`src/sv/p5td_pkg.sv`:
```
// p5td_pkg: shared types, code values and character tables for the
// packed five-bit text decoder; depends on nothing
package p5td_pkg;

   localparam int WORD_W  = 16;
   localparam int CODE_W  = 5;
   localparam int CHAR_W  = 8;
   localparam int NUM_POS = 3;
   localparam int CNT_W   = 2;

   localparam logic [CODE_W-1:0] CODE_MASK   = 5'h1f;
   localparam logic [CODE_W-1:0] SHIFT_PUNCT = 5'd0;
   localparam logic [CODE_W-1:0] SHIFT_UPPER = 5'd1;
   localparam logic [CHAR_W-1:0] CHAR_NUL    = 8'h00;

   // which alphabet the next code maps through
   typedef enum logic [1:0] {
      ALPHA_NONE  = 2'd0,
      ALPHA_PUNCT = 2'd1,
      ALPHA_UPPER = 2'd2
   } alphabet_type;

   // result of unpacking one word
   typedef struct packed {
      logic [NUM_POS-1:0][CHAR_W-1:0] chars;
      logic [NUM_POS-1:0]             eos;
      logic [CNT_W-1:0]               count;
      alphabet_type                   next_alpha;
   } decode_type;

   // lowercase alphabet, codes 0 and 1 are never looked up here
   localparam logic [CHAR_W-1:0] LOWER_TAB [32] = '{
      8'h00, 8'h00, 8'h20, 8'h88, 8'h8e, 8'h8f, 8'h61, 8'h62,
      8'h63, 8'h64, 8'h65, 8'h66, 8'h67, 8'h68, 8'h69, 8'h6a,
      8'h6b, 8'h6c, 8'h6d, 8'h6e, 8'h6f, 8'h70, 8'h71, 8'h72,
      8'h73, 8'h74, 8'h75, 8'h76, 8'h77, 8'h78, 8'h79, 8'h7a
   };

   // punctuation and digit alphabet
   localparam logic [CHAR_W-1:0] PUNCT_TAB [32] = '{
      8'h00, 8'h21, 8'h22, 8'h89, 8'h9d, 8'h25, 8'h26, 8'h27,
      8'h28, 8'h29, 8'h99, 8'h2b, 8'h2c, 8'h2d, 8'h2e, 8'h8d,
      8'h30, 8'h31, 8'h32, 8'h33, 8'h34, 8'h35, 8'h36, 8'h37,
      8'h38, 8'h39, 8'h3a, 8'h3b, 8'h3c, 8'h3d, 8'ha1, 8'h3f
   };

   // uppercase and accented alphabet
   localparam logic [CHAR_W-1:0] UPPER_TAB [32] = '{
      8'h90, 8'h91, 8'h94, 8'h95, 8'h9e, 8'h9f, 8'h41, 8'h42,
      8'h43, 8'h44, 8'h45, 8'h46, 8'h47, 8'h48, 8'h49, 8'h4a,
      8'h4b, 8'h4c, 8'h4d, 8'h4e, 8'h4f, 8'h50, 8'h51, 8'h52,
      8'h53, 8'h54, 8'h55, 8'h56, 8'h57, 8'h58, 8'h59, 8'h5a
   };

endpackage

```
`src/sv/p5td_req_if.sv`:
```
// p5td_req_if: input channel carrying one packed word per transaction
// depends on p5td_pkg
interface p5td_req_if import p5td_pkg::*; ();
   logic              valid;
   logic              ready;
   logic [WORD_W-1:0] packed_word;
   logic              start_of_record;

   modport source (output valid, output packed_word, output start_of_record, input ready);
   modport sink   (input valid, input packed_word, input start_of_record, output ready);
endinterface

```
`src/sv/p5td_rsp_if.sv`:
```
// p5td_rsp_if: result channel carrying one character per transaction
// depends on p5td_pkg
interface p5td_rsp_if import p5td_pkg::*; ();
   logic              valid;
   logic              ready;
   logic [CHAR_W-1:0] char_code;
   logic              end_of_string;
   logic              last_of_word;

   modport source (output valid, output char_code, output end_of_string,
                   output last_of_word, input ready);
   modport sink   (input valid, input char_code, input end_of_string,
                   input last_of_word, output ready);
endinterface

```
`src/sv/p5td_unpack.sv`:
```
// p5td_unpack: splits one packed word into up to three characters and
// tracks the shift carried between words; depends on p5td_pkg
module p5td_unpack import p5td_pkg::*; (
   input  logic [WORD_W-1:0] packed_word,
   input  logic              start_of_record,
   input  alphabet_type      cur_alpha,
   output decode_type        decode
);

   always_comb begin
      alphabet_type      alpha;
      logic [CODE_W-1:0] code;
      logic [CHAR_W-1:0] ch;
      logic              emit;
      logic [CNT_W-1:0]  cnt;

      // start of record drops any pending shift
      alpha  = start_of_record ? ALPHA_NONE : cur_alpha;
      decode = '0;
      cnt    = '0;
      code   = '0;
      ch     = '0;
      emit   = 1'b0;

      // walk the three codes, most significant first
      for (int pos = 0; pos < NUM_POS; pos++) begin
         code = packed_word[WORD_W-1-CODE_W*pos -: CODE_W] & CODE_MASK;
         emit = 1'b0;
         ch   = CHAR_NUL;
         case (alpha)
            ALPHA_PUNCT: begin
               ch    = PUNCT_TAB[code];
               emit  = 1'b1;
               alpha = ALPHA_NONE;
            end
            ALPHA_UPPER: begin
               ch    = UPPER_TAB[code];
               emit  = 1'b1;
               alpha = ALPHA_NONE;
            end
            default: begin
               if (code == SHIFT_PUNCT) begin
                  alpha = ALPHA_PUNCT;
               end else if (code == SHIFT_UPPER) begin
                  alpha = ALPHA_UPPER;
               end else begin
                  ch    = LOWER_TAB[code];
                  emit  = 1'b1;
                  alpha = ALPHA_NONE;
               end
            end
         endcase
         // pack emitted characters from slot zero up
         if (emit) begin
            decode.chars[cnt] = ch;
            decode.eos[cnt]   = (ch == CHAR_NUL);
            cnt               = cnt + 2'd1;
         end
      end

      decode.count      = cnt;
      decode.next_alpha = alpha;
   end

endmodule

```
`src/sv/packed_5bit_text_decoder_top.sv`:
```
// packed_5bit_text_decoder_top: unpacks five-bit coded words into a
// character stream; depends on p5td_pkg, p5td_req_if, p5td_rsp_if, p5td_unpack
//
//   channel  direction  per transaction
//   req      in         packed_word[15:0], start_of_record
//   rsp      out        char_code[7:0], end_of_string, last_of_word
//
// a word is unpacked in the cycle it is accepted and its one to three
// characters go out from a register buffer, one per cycle while rsp is ready
// the next word is taken in the cycle the last character of the previous
// one leaves
// reset clears the busy flag and the pending shift; a stalled rsp holds the
// buffer and req ready stays low until its last character is taken
module packed_5bit_text_decoder_top import p5td_pkg::*; (
   input  logic       clock,
   input  logic       reset,
   p5td_req_if.sink   req_chan,
   p5td_rsp_if.source rsp_chan
);

   decode_type                     decode;
   alphabet_type                   alpha_ff;
   logic                           busy_ff;
   logic [NUM_POS-1:0][CHAR_W-1:0] chars_ff;
   logic [NUM_POS-1:0]             eos_ff;
   logic [CNT_W-1:0]               count_ff;
   logic [CNT_W-1:0]               idx_ff;
   logic [CNT_W-1:0]               idx_in;
   logic                           last_char;
   logic                           rsp_take;
   logic                           last_take;
   logic                           req_take;

   // word unpacking
   p5td_unpack u_unpack (
      .packed_word     (req_chan.packed_word),
      .start_of_record (req_chan.start_of_record),
      .cur_alpha       (alpha_ff),
      .decode          (decode)
   );

   // handshake
   assign last_char      = (idx_ff == count_ff - 2'd1);
   assign rsp_take       = rsp_chan.valid && rsp_chan.ready;
   assign last_take      = rsp_take && last_char;
   assign req_chan.ready = !busy_ff || last_take;
   assign req_take       = req_chan.valid && req_chan.ready;
   assign idx_in         = idx_ff + 2'd1;

   // result outputs straight from the buffer
   assign rsp_chan.valid         = busy_ff;
   assign rsp_chan.char_code     = chars_ff[idx_ff];
   assign rsp_chan.end_of_string = eos_ff[idx_ff];
   assign rsp_chan.last_of_word  = last_char;

   // control state
   always_ff @(posedge clock) begin
      if (reset) begin
         busy_ff  <= 1'b0;
         alpha_ff <= ALPHA_NONE;
      end else if (req_take) begin
         busy_ff  <= 1'b1;
         alpha_ff <= decode.next_alpha;
      end else if (last_take) begin
         busy_ff  <= 1'b0;
      end
   end

   // character buffer
   always_ff @(posedge clock) begin
      if (req_take) begin
         chars_ff <= decode.chars;
         eos_ff   <= decode.eos;
         count_ff <= decode.count;
         idx_ff   <= '0;
      end else if (rsp_take) begin
         idx_ff   <= idx_in;
      end
   end

endmodule
```
`src/flat_wrapper.sv`:
```
// flat-port wrapper written by rule: the top's interface ports become plain ports
module packed_5bit_text_decoder_top_flat import p5td_pkg::*;
  (clock, reset, req_chan_valid, req_chan_packed_word, req_chan_start_of_record, req_chan_ready, rsp_chan_valid, rsp_chan_char_code, rsp_chan_end_of_string, rsp_chan_last_of_word, rsp_chan_ready);
  p5td_req_if req_chan_i ();
  p5td_rsp_if rsp_chan_i ();
  input  logic clock;
  input  logic reset;
  input wire logic [$bits(req_chan_i.valid)-1:0] req_chan_valid;
  input wire logic [$bits(req_chan_i.packed_word)-1:0] req_chan_packed_word;
  input wire logic [$bits(req_chan_i.start_of_record)-1:0] req_chan_start_of_record;
  output wire logic [$bits(req_chan_i.ready)-1:0] req_chan_ready;
  output wire logic [$bits(rsp_chan_i.valid)-1:0] rsp_chan_valid;
  output wire logic [$bits(rsp_chan_i.char_code)-1:0] rsp_chan_char_code;
  output wire logic [$bits(rsp_chan_i.end_of_string)-1:0] rsp_chan_end_of_string;
  output wire logic [$bits(rsp_chan_i.last_of_word)-1:0] rsp_chan_last_of_word;
  input wire logic [$bits(rsp_chan_i.ready)-1:0] rsp_chan_ready;
  assign req_chan_i.valid = req_chan_valid;
  assign req_chan_i.packed_word = req_chan_packed_word;
  assign req_chan_i.start_of_record = req_chan_start_of_record;
  assign req_chan_ready = req_chan_i.ready;
  assign rsp_chan_valid = rsp_chan_i.valid;
  assign rsp_chan_char_code = rsp_chan_i.char_code;
  assign rsp_chan_end_of_string = rsp_chan_i.end_of_string;
  assign rsp_chan_last_of_word = rsp_chan_i.last_of_word;
  assign rsp_chan_i.ready = rsp_chan_ready;
  packed_5bit_text_decoder_top u_core (.clock(clock), .reset(reset), .req_chan(req_chan_i), .rsp_chan(rsp_chan_i));
endmodule
```
`config.mk`:
```
export PLATFORM = sky130hd
export DESIGN_NAME = packed_5bit_text_decoder_top_flat
export DESIGN_NICKNAME = d
export VERILOG_FILES = /design/src/sv/p5td_pkg.sv /design/src/sv/p5td_req_if.sv /design/src/sv/p5td_rsp_if.sv /design/src/sv/p5td_unpack.sv /design/src/sv/packed_5bit_text_decoder_top.sv /design/src/flat_wrapper.sv
export SDC_FILE = /design/constraint.sdc
export NUM_CORES = 1
export LEC_CHECK = 0
export BUFFER_PORTS_ARGS = -buffer_cell sky130_fd_sc_hd__buf_4
export CAP_MARGIN = 20
export CORE_MARGIN = 3
export CORE_UTILIZATION = 40
export CTS_CLUSTER_SIZE = 16
export DETAILED_ROUTE_END_ITERATION = 12
export PLACE_DENSITY = 0.54
export SETUP_SLACK_MARGIN = 0.15
export SYNTH_ARGS = -nofsm -noshare
export SYNTH_HDL_FRONTEND = slang
export SYNTH_SLANG_ARGS = --single-unit
export TNS_END_PERCENT = 20
```
`constraint.sdc`:
```
create_clock -name clock -period 4.3 [get_ports clock]
set_clock_uncertainty 0.1 [all_clocks]
set_input_delay 0.215 -clock clock [delete_from_list [all_inputs] [get_ports clock]]
set_output_delay 0.215 -clock clock [all_outputs]
set_load 0.01 [all_outputs]
```
# Word-level counts from Yosys, hierarchy flattened
# Memory sizes are Yosys's and may differ from the RTL's.
# Index checks and enable logic that the tools add are counted.
[word_totals]
regBits = 34
mem_count = 9
wordCells = 130
romBits = 2304
[memory_table]
columns = ["name", "depth", "word_bits", "read_ports", "rd_clocked_by_memory_dff", "wr", "line_no", "text"]
rows = [
  ["(no name shown)", 32, 8, 1, 0, 0, "p5td_unpack.sv:47", "ch = LOWER_TAB[code];"],
  ["(no name shown)", 32, 8, 1, 0, 0, "p5td_unpack.sv:37", "ch = UPPER_TAB[code];"],
  ["(no name shown)", 32, 8, 1, 0, 0, "p5td_unpack.sv:32", "ch = PUNCT_TAB[code];"],
  ["(no name shown)", 32, 8, 1, 0, 0, "p5td_unpack.sv:47", ""],
  ["(no name shown)", 32, 8, 1, 0, 0, "p5td_unpack.sv:37", ""],
  ["(no name shown)", 32, 8, 1, 0, 0, "p5td_unpack.sv:32", ""],
  ["3 more memories", "-", "-", "-", "-", "-", "-", ""],
]
[classes]
bitwise_logic = 3
eq_ne = 10
addsub = 4
mux = 71
magnitude_cmp = 8
reduce_logical = 17
[op_table]
columns = ["operator", "n"]
rows = [
  ["$mux W8", 28],
  ["$mux W27", 2],
  ["$bwmux W24", 2],
  ["$pmux W8 S2", 3],
  ["$demux W8 S2", 2],
  ["$logic_not A8 Y1", 3],
  ["$mux W2", 12],
  ["$ge A6 B6 Y1 const B", 3],
  ["$not A5 Y6", 3],
  ["$bmux W8 S2", 1],
  ["$mux W1", 16],
  ["$eq A5 B1 Y1 const B", 3],
  ["$logic_not A5 Y1", 3],
  ["$lt A2 B3 Y1 const B", 3],
  ["$add A2 B1 Y2 const B", 3],
  ["$bwmux W3", 2],
  ["$eq A2 B1 Y1 const B", 3],
  ["$eq A2 B2 Y1 const B", 3],
  ["$reduce_or A2 Y1", 3],
  ["$logic_and A1 B1 Y1", 5],
  ["$demux W1 S2", 2],
  ["$ge A2 B1 Y1 const B", 2],
  ["$bmux W1 S2", 1],
  ["$eq A2 B2 Y1", 1],
  ["other kinds (4)", 4],
]

# Longest topological paths before layout
[depth]
word_depth = 14
mapped_depth = 18
mapped_depth_nobuf = 17

# Cells and area by module
# From an unflattened synthesis, not the netlist that was laid out.
[unflattened]
hier_cells = 490
hier_area_um2 = 3916.3
[modules_own_cells]
columns = ["mod", "n_inst", "area_each_um2", "cells_per_inst", "seq_area_each_um2"]
rows = [
  ["p5td_unpack", 1, 2541.2, 397, 0.0],
  ["packed_5bit_text_decoder_top", 1, 1375.1, 93, 970.9],
]

# Worst setup path after synthesis
# OpenSTA, ideal clock, no wires.
[synth_path]
kind = "register to register"
from = "register u_core.alpha_ff[1]"
to = "register u_core.eos_ff[0] (data pin)"
setup_time_ns = 0.280
period_less_slack_ns = 3.549
path_slack_ns = 0.751
arrival_ns = 3.169
path_stages_with_launch = 17
path_cell_list = "dfxtp_1 nand2b_1 inv_1 ha_1 and3_1 nand3b_1 inv_1 ha_1 nor4b_2 nand2_1 ha_1 buf_4 or4_1 a21oi_1 nor4b_2 nand4_1 o221ai_1"
[synth_lines]
columns = ["element", "line_no", "text"]
rows = [
  ["start: declaration", "packed_5bit_text_decoder_top.sv:22", "alphabet_type alpha_ff;"],
  ["start signal: assignment", "packed_5bit_text_decoder_top.sv:63", "alpha_ff <= decode.next_alpha;"],
  ["end signal: assignment", "packed_5bit_text_decoder_top.sv:73", "eos_ff <= decode.eos;"],
  ["end: declaration", "packed_5bit_text_decoder_top.sv:25", "logic [NUM_POS-1:0] eos_ff;"],
]

==> results.sh <==
export IMPL_die_h_um=106
export IMPL_ys_flop_type="edfxtp_1"
export IMPL_ctsHtreeMaxLevel=2
export IMPL_fin_nets=556
export IMPL_finalSetupViolCount=0
export IMPL_post_dp_hpwl_mm=8.14
export IMPL_critPathKind="flip-flop to flip-flop"
export IMPL_fp_dieArea_um2=11300
export IMPL_rows=35
export IMPL_layout_area_seq_um2=971
export IMPL_maxSlewHeadroom_pct=52.1
export IMPL_drc=0
export IMPL_critPathArrivalTime_ns=3.71
export IMPL_worst_pin_slew_ns=0.713
export IMPL_clk_latency_ns=0.28
export IMPL_synth_warnings=0
export IMPL_grt_pass1_vias=3416
export IMPL_worstPathRequired_ns=4.22
export IMPL_root_buffer="clkbuf_8"
export IMPL_route_antenna_remaining_nets=0
export IMPL_routabilityCongestion=0.907
export IMPL_grt_util_all_layers_pct=19.1
export IMPL_yosys_area_top_type="edfxtp_1"
export IMPL_critPathLaunchType="flip-flop"
export IMPL_dr_total_vias=3777
export IMPL_ys_seq_area_share_pct=24.1
export IMPL_antenna_found_initial=0
export IMPL_hold_viol_final=0
export IMPL_timing_rr_start="u_core.alpha_ff[1]$_SDFFE_PP0P_"
export IMPL_placeableCoreArea_um2=9500
export IMPL_fp_dieW_um=106
export IMPL_drtIter0Drc=235
export IMPL_synth_common_cells="nand2_1, nor2_1, ha_1"
export IMPL_max_cap_viol_count=0
export IMPL_clk_path_buf_depth=2
export IMPL_powerDensity_nw_per_um2=234
export IMPL_crit_fanout=9
export IMPL_synth_top_area_share_pct=21.6
export IMPL_netlist_instances=484
export IMPL_viasPerCell=5.98
export IMPL_port_buffers=31
export IMPL_fillerInstances=945
export IMPL_hold_ws_ns=0.0226
export IMPL_io_pins=33
export IMPL_hold_buffers=0
export IMPL_grt_pass1_wl_mm=17.8
export IMPL_holdPathStages=2
export IMPL_min_to="u_core.alpha_ff[1]$_SDFFE_PP0P_"
export IMPL_start_util_pct=42.3
export IMPL_cts_tree="built"
export IMPL_hold_class="input pin to flip-flop"
export IMPL_cp_end_kind="flip-flop"
export IMPL_n_antenna_cell=0
export IMPL_ff2ff_path_depth=17
export IMPL_netlist_area_um2=4020
export IMPL_drive_gt1_share_pct=16.3
export IMPL_ir_drop_v=0.000192
export IMPL_drv_slew=0
export IMPL_rsz0062_at_grt="false"
export IMPL_grt_ovfl_total=0
export IMPL_clkSlewWorstSetupHoldPaths_ns=0.07
export IMPL_holdCritStartpoint="reset"
export IMPL_synthTopCellsByArea="edfxtp_1, ha_1, nand2_1"
export IMPL_grt_max_degree=32
export IMPL_cts_buffers=5
export IMPL_area_growth_pct=10.2
export IMPL_status="finished, final reports clean"
export IMPL_r2r_slack_ns=0.51
export IMPL_tns_ns=0
export IMPL_synth_edf_count=29
export IMPL_min_period_over_period_pct=88.2
export IMPL_multi_input_area_um2=2760
export IMPL_p_leak_uw=0.00173
export IMPL_wl_mm=10.7
export IMPL_synthArstFlopShare_pct=0
export IMPL_avgSynthCellArea_um2=8.31
export IMPL_ys_ff_latch=34
export IMPL_firstDrtPassIters=5
export IMPL_period_minus_slack_ns=3.79
export IMPL_syn_num_nets=538
export IMPL_worstReg2RegEnd="u_core.eos_ff[0]$_DFFE_PP_"
export IMPL_fmax_mhz=264
export IMPL_synth_cell_type_count=76
export IMPL_routedWlPerCell_um=16.9
export IMPL_cts_sinks=34
## logic make-up (layout without fill, tap and decap cells)
logic type	Yosys count	count (layout)	synth area share, %
and+or+nand+nor	190	190	26.1
AOI/OAI and AO/OA	142	142	25.3
buffers and inverters	60	79	7.93
DFF	34	34	24.1
adders and majority gates	33	33	10.3
muxes	19	19	4.97
xor gates and xnor gates	6	6	1.31
## cell type report
type,instances,area share (%)
multi-input cells,390,62.3
flip-flops and latches,34,21.9
repair buffers,44,7.45
well taps,129,3.64
inverters,27,2.28
clock buffers,5,1.55
clock inverters,3,0.903
## per-layer routing
layer / routed length, um / GRT usage, % / share of wire [%] / up-vias
li1: - / - / - / 1841
met1: 5060 / 27.8 / 47 / 1800
met2: 4980 / 30.4 / 46 / 128
met3: 586 / 2.25 / 5.5 / 8
met4: 86 / 3.79 / 0.80 / 0
met5: 0 / 0 / 0 / -
## report_power, final
| group | total, uW | switching (uW) | internal, uW | leakage, uW |
|---|---|---|---|---|
| sequential | 406 | 16.7 | 389 | 0.000314 |
| combinational | 348 | 201 | 147 | 0.00135 |
| clock | 286 | 115 | 171 | 0.0000579 |
## worst max-delay path, stage by stage, from the launching register on
cell      delay (ns)
dfxtp_1         0.34
nand2b_1        0.10
inv_1           0.05
ha_1            0.28
and3_1          0.20
nand3b_1        0.11
inv_1           0.05
ha_1            0.30
nor4b_4         0.24
nand3b_1        0.14
inv_1           0.11
ha_4            0.23
buf_4           0.15
or4_1           0.51
a21oi_1         0.25
nor4b_2         0.08
nand4_1         0.15
o221ai_1        0.13
## repair_timing
item / in CTS / in global routing
resized for setup: 0 / 6
buffers inserted: 0 / 2
setup endpoints to repair: 0 / 10
## worst max path at each step
| stage | startpoint | endpoint | slack [ns] | depth (start not counted) |
|---|---|---|---|---|
| after CTS | u_core.alpha_ff[1]$_SDFFE_PP0P_ | u_core.chars_ff[5]$_DFFE_PP_ | 0.34 | 15 |
| after floorplan | u_core.alpha_ff[1]$_SDFFE_PP0P_ | u_core.eos_ff[0]$_DFFE_PP_ | 0.75 | 16 |
| after detailed placement | req_chan_start_of_record | u_core.chars_ff[5]$_DFFE_PP_ | 0.32 | 15 |
| final | u_core.alpha_ff[1]$_SDFFE_PP0P_ | u_core.eos_ff[0]$_DFFE_PP_ | 0.51 | 17 |
| after global placement | req_chan_start_of_record | u_core.eos_ff[0]$_DFFE_PP_ | 0.34 | 16 |
| after global routing | u_core.alpha_ff[1]$_SDFFE_PP0P_ | u_core.eos_ff[0]$_DFFE_PP_ | 0.20 | 16 |
## sequential cells by signal, indices dropped and copies added (netlist names)
signal	cells
u_core.chars_ff	24
u_core.idx_ff	2
u_core.rsp_chan.valid	1
u_core.count_ff	2
u_core.alpha_ff	2
u_core.eos_ff	3
## per-stage QoR
stage | instances | power (uW) | setup slack (ns) | utilization (%) | cell area (um^2)
after detailed placement | 622 | 756 | 0.317 | 45.1 | 4280
after global placement | 622 | 756 | 0.338 | 45.1 | 4280
final | 632 | 1040 | 0.509 | 46.7 | 4440
after floorplan | 484 | 648 | 0.751 | - | 4020
after global routing | 632 | 1100 | 0.199 | 46.7 | 4440
after CTS | 630 | 1040 | 0.339 | 46.2 | 4390
## layout by cell type, fill, tap and decap left out, drive strengths merged, types with 4 or more instances in the layout
master,count
dfxtp,5
o32ai,5
and2,4
o211ai,4
clkbuf,5
o31a,4
or2,8
a31oi,9
ha,33
nor4b,6
nand3b,6
o32a,5
o21ai,33
mux2i,14
mux2,5
nand3,10
buf,44
nand4,4
nand2b,18
o22ai,9
nor2,43
and3,7
nor3,11
o221ai,4
inv,27
nor2b,12
nor4,4
a32oi,4
nand2,42
a21oi,21
edfxtp,29
o31ai,8
Note: power is estimated with default switching activity, not from simulation.
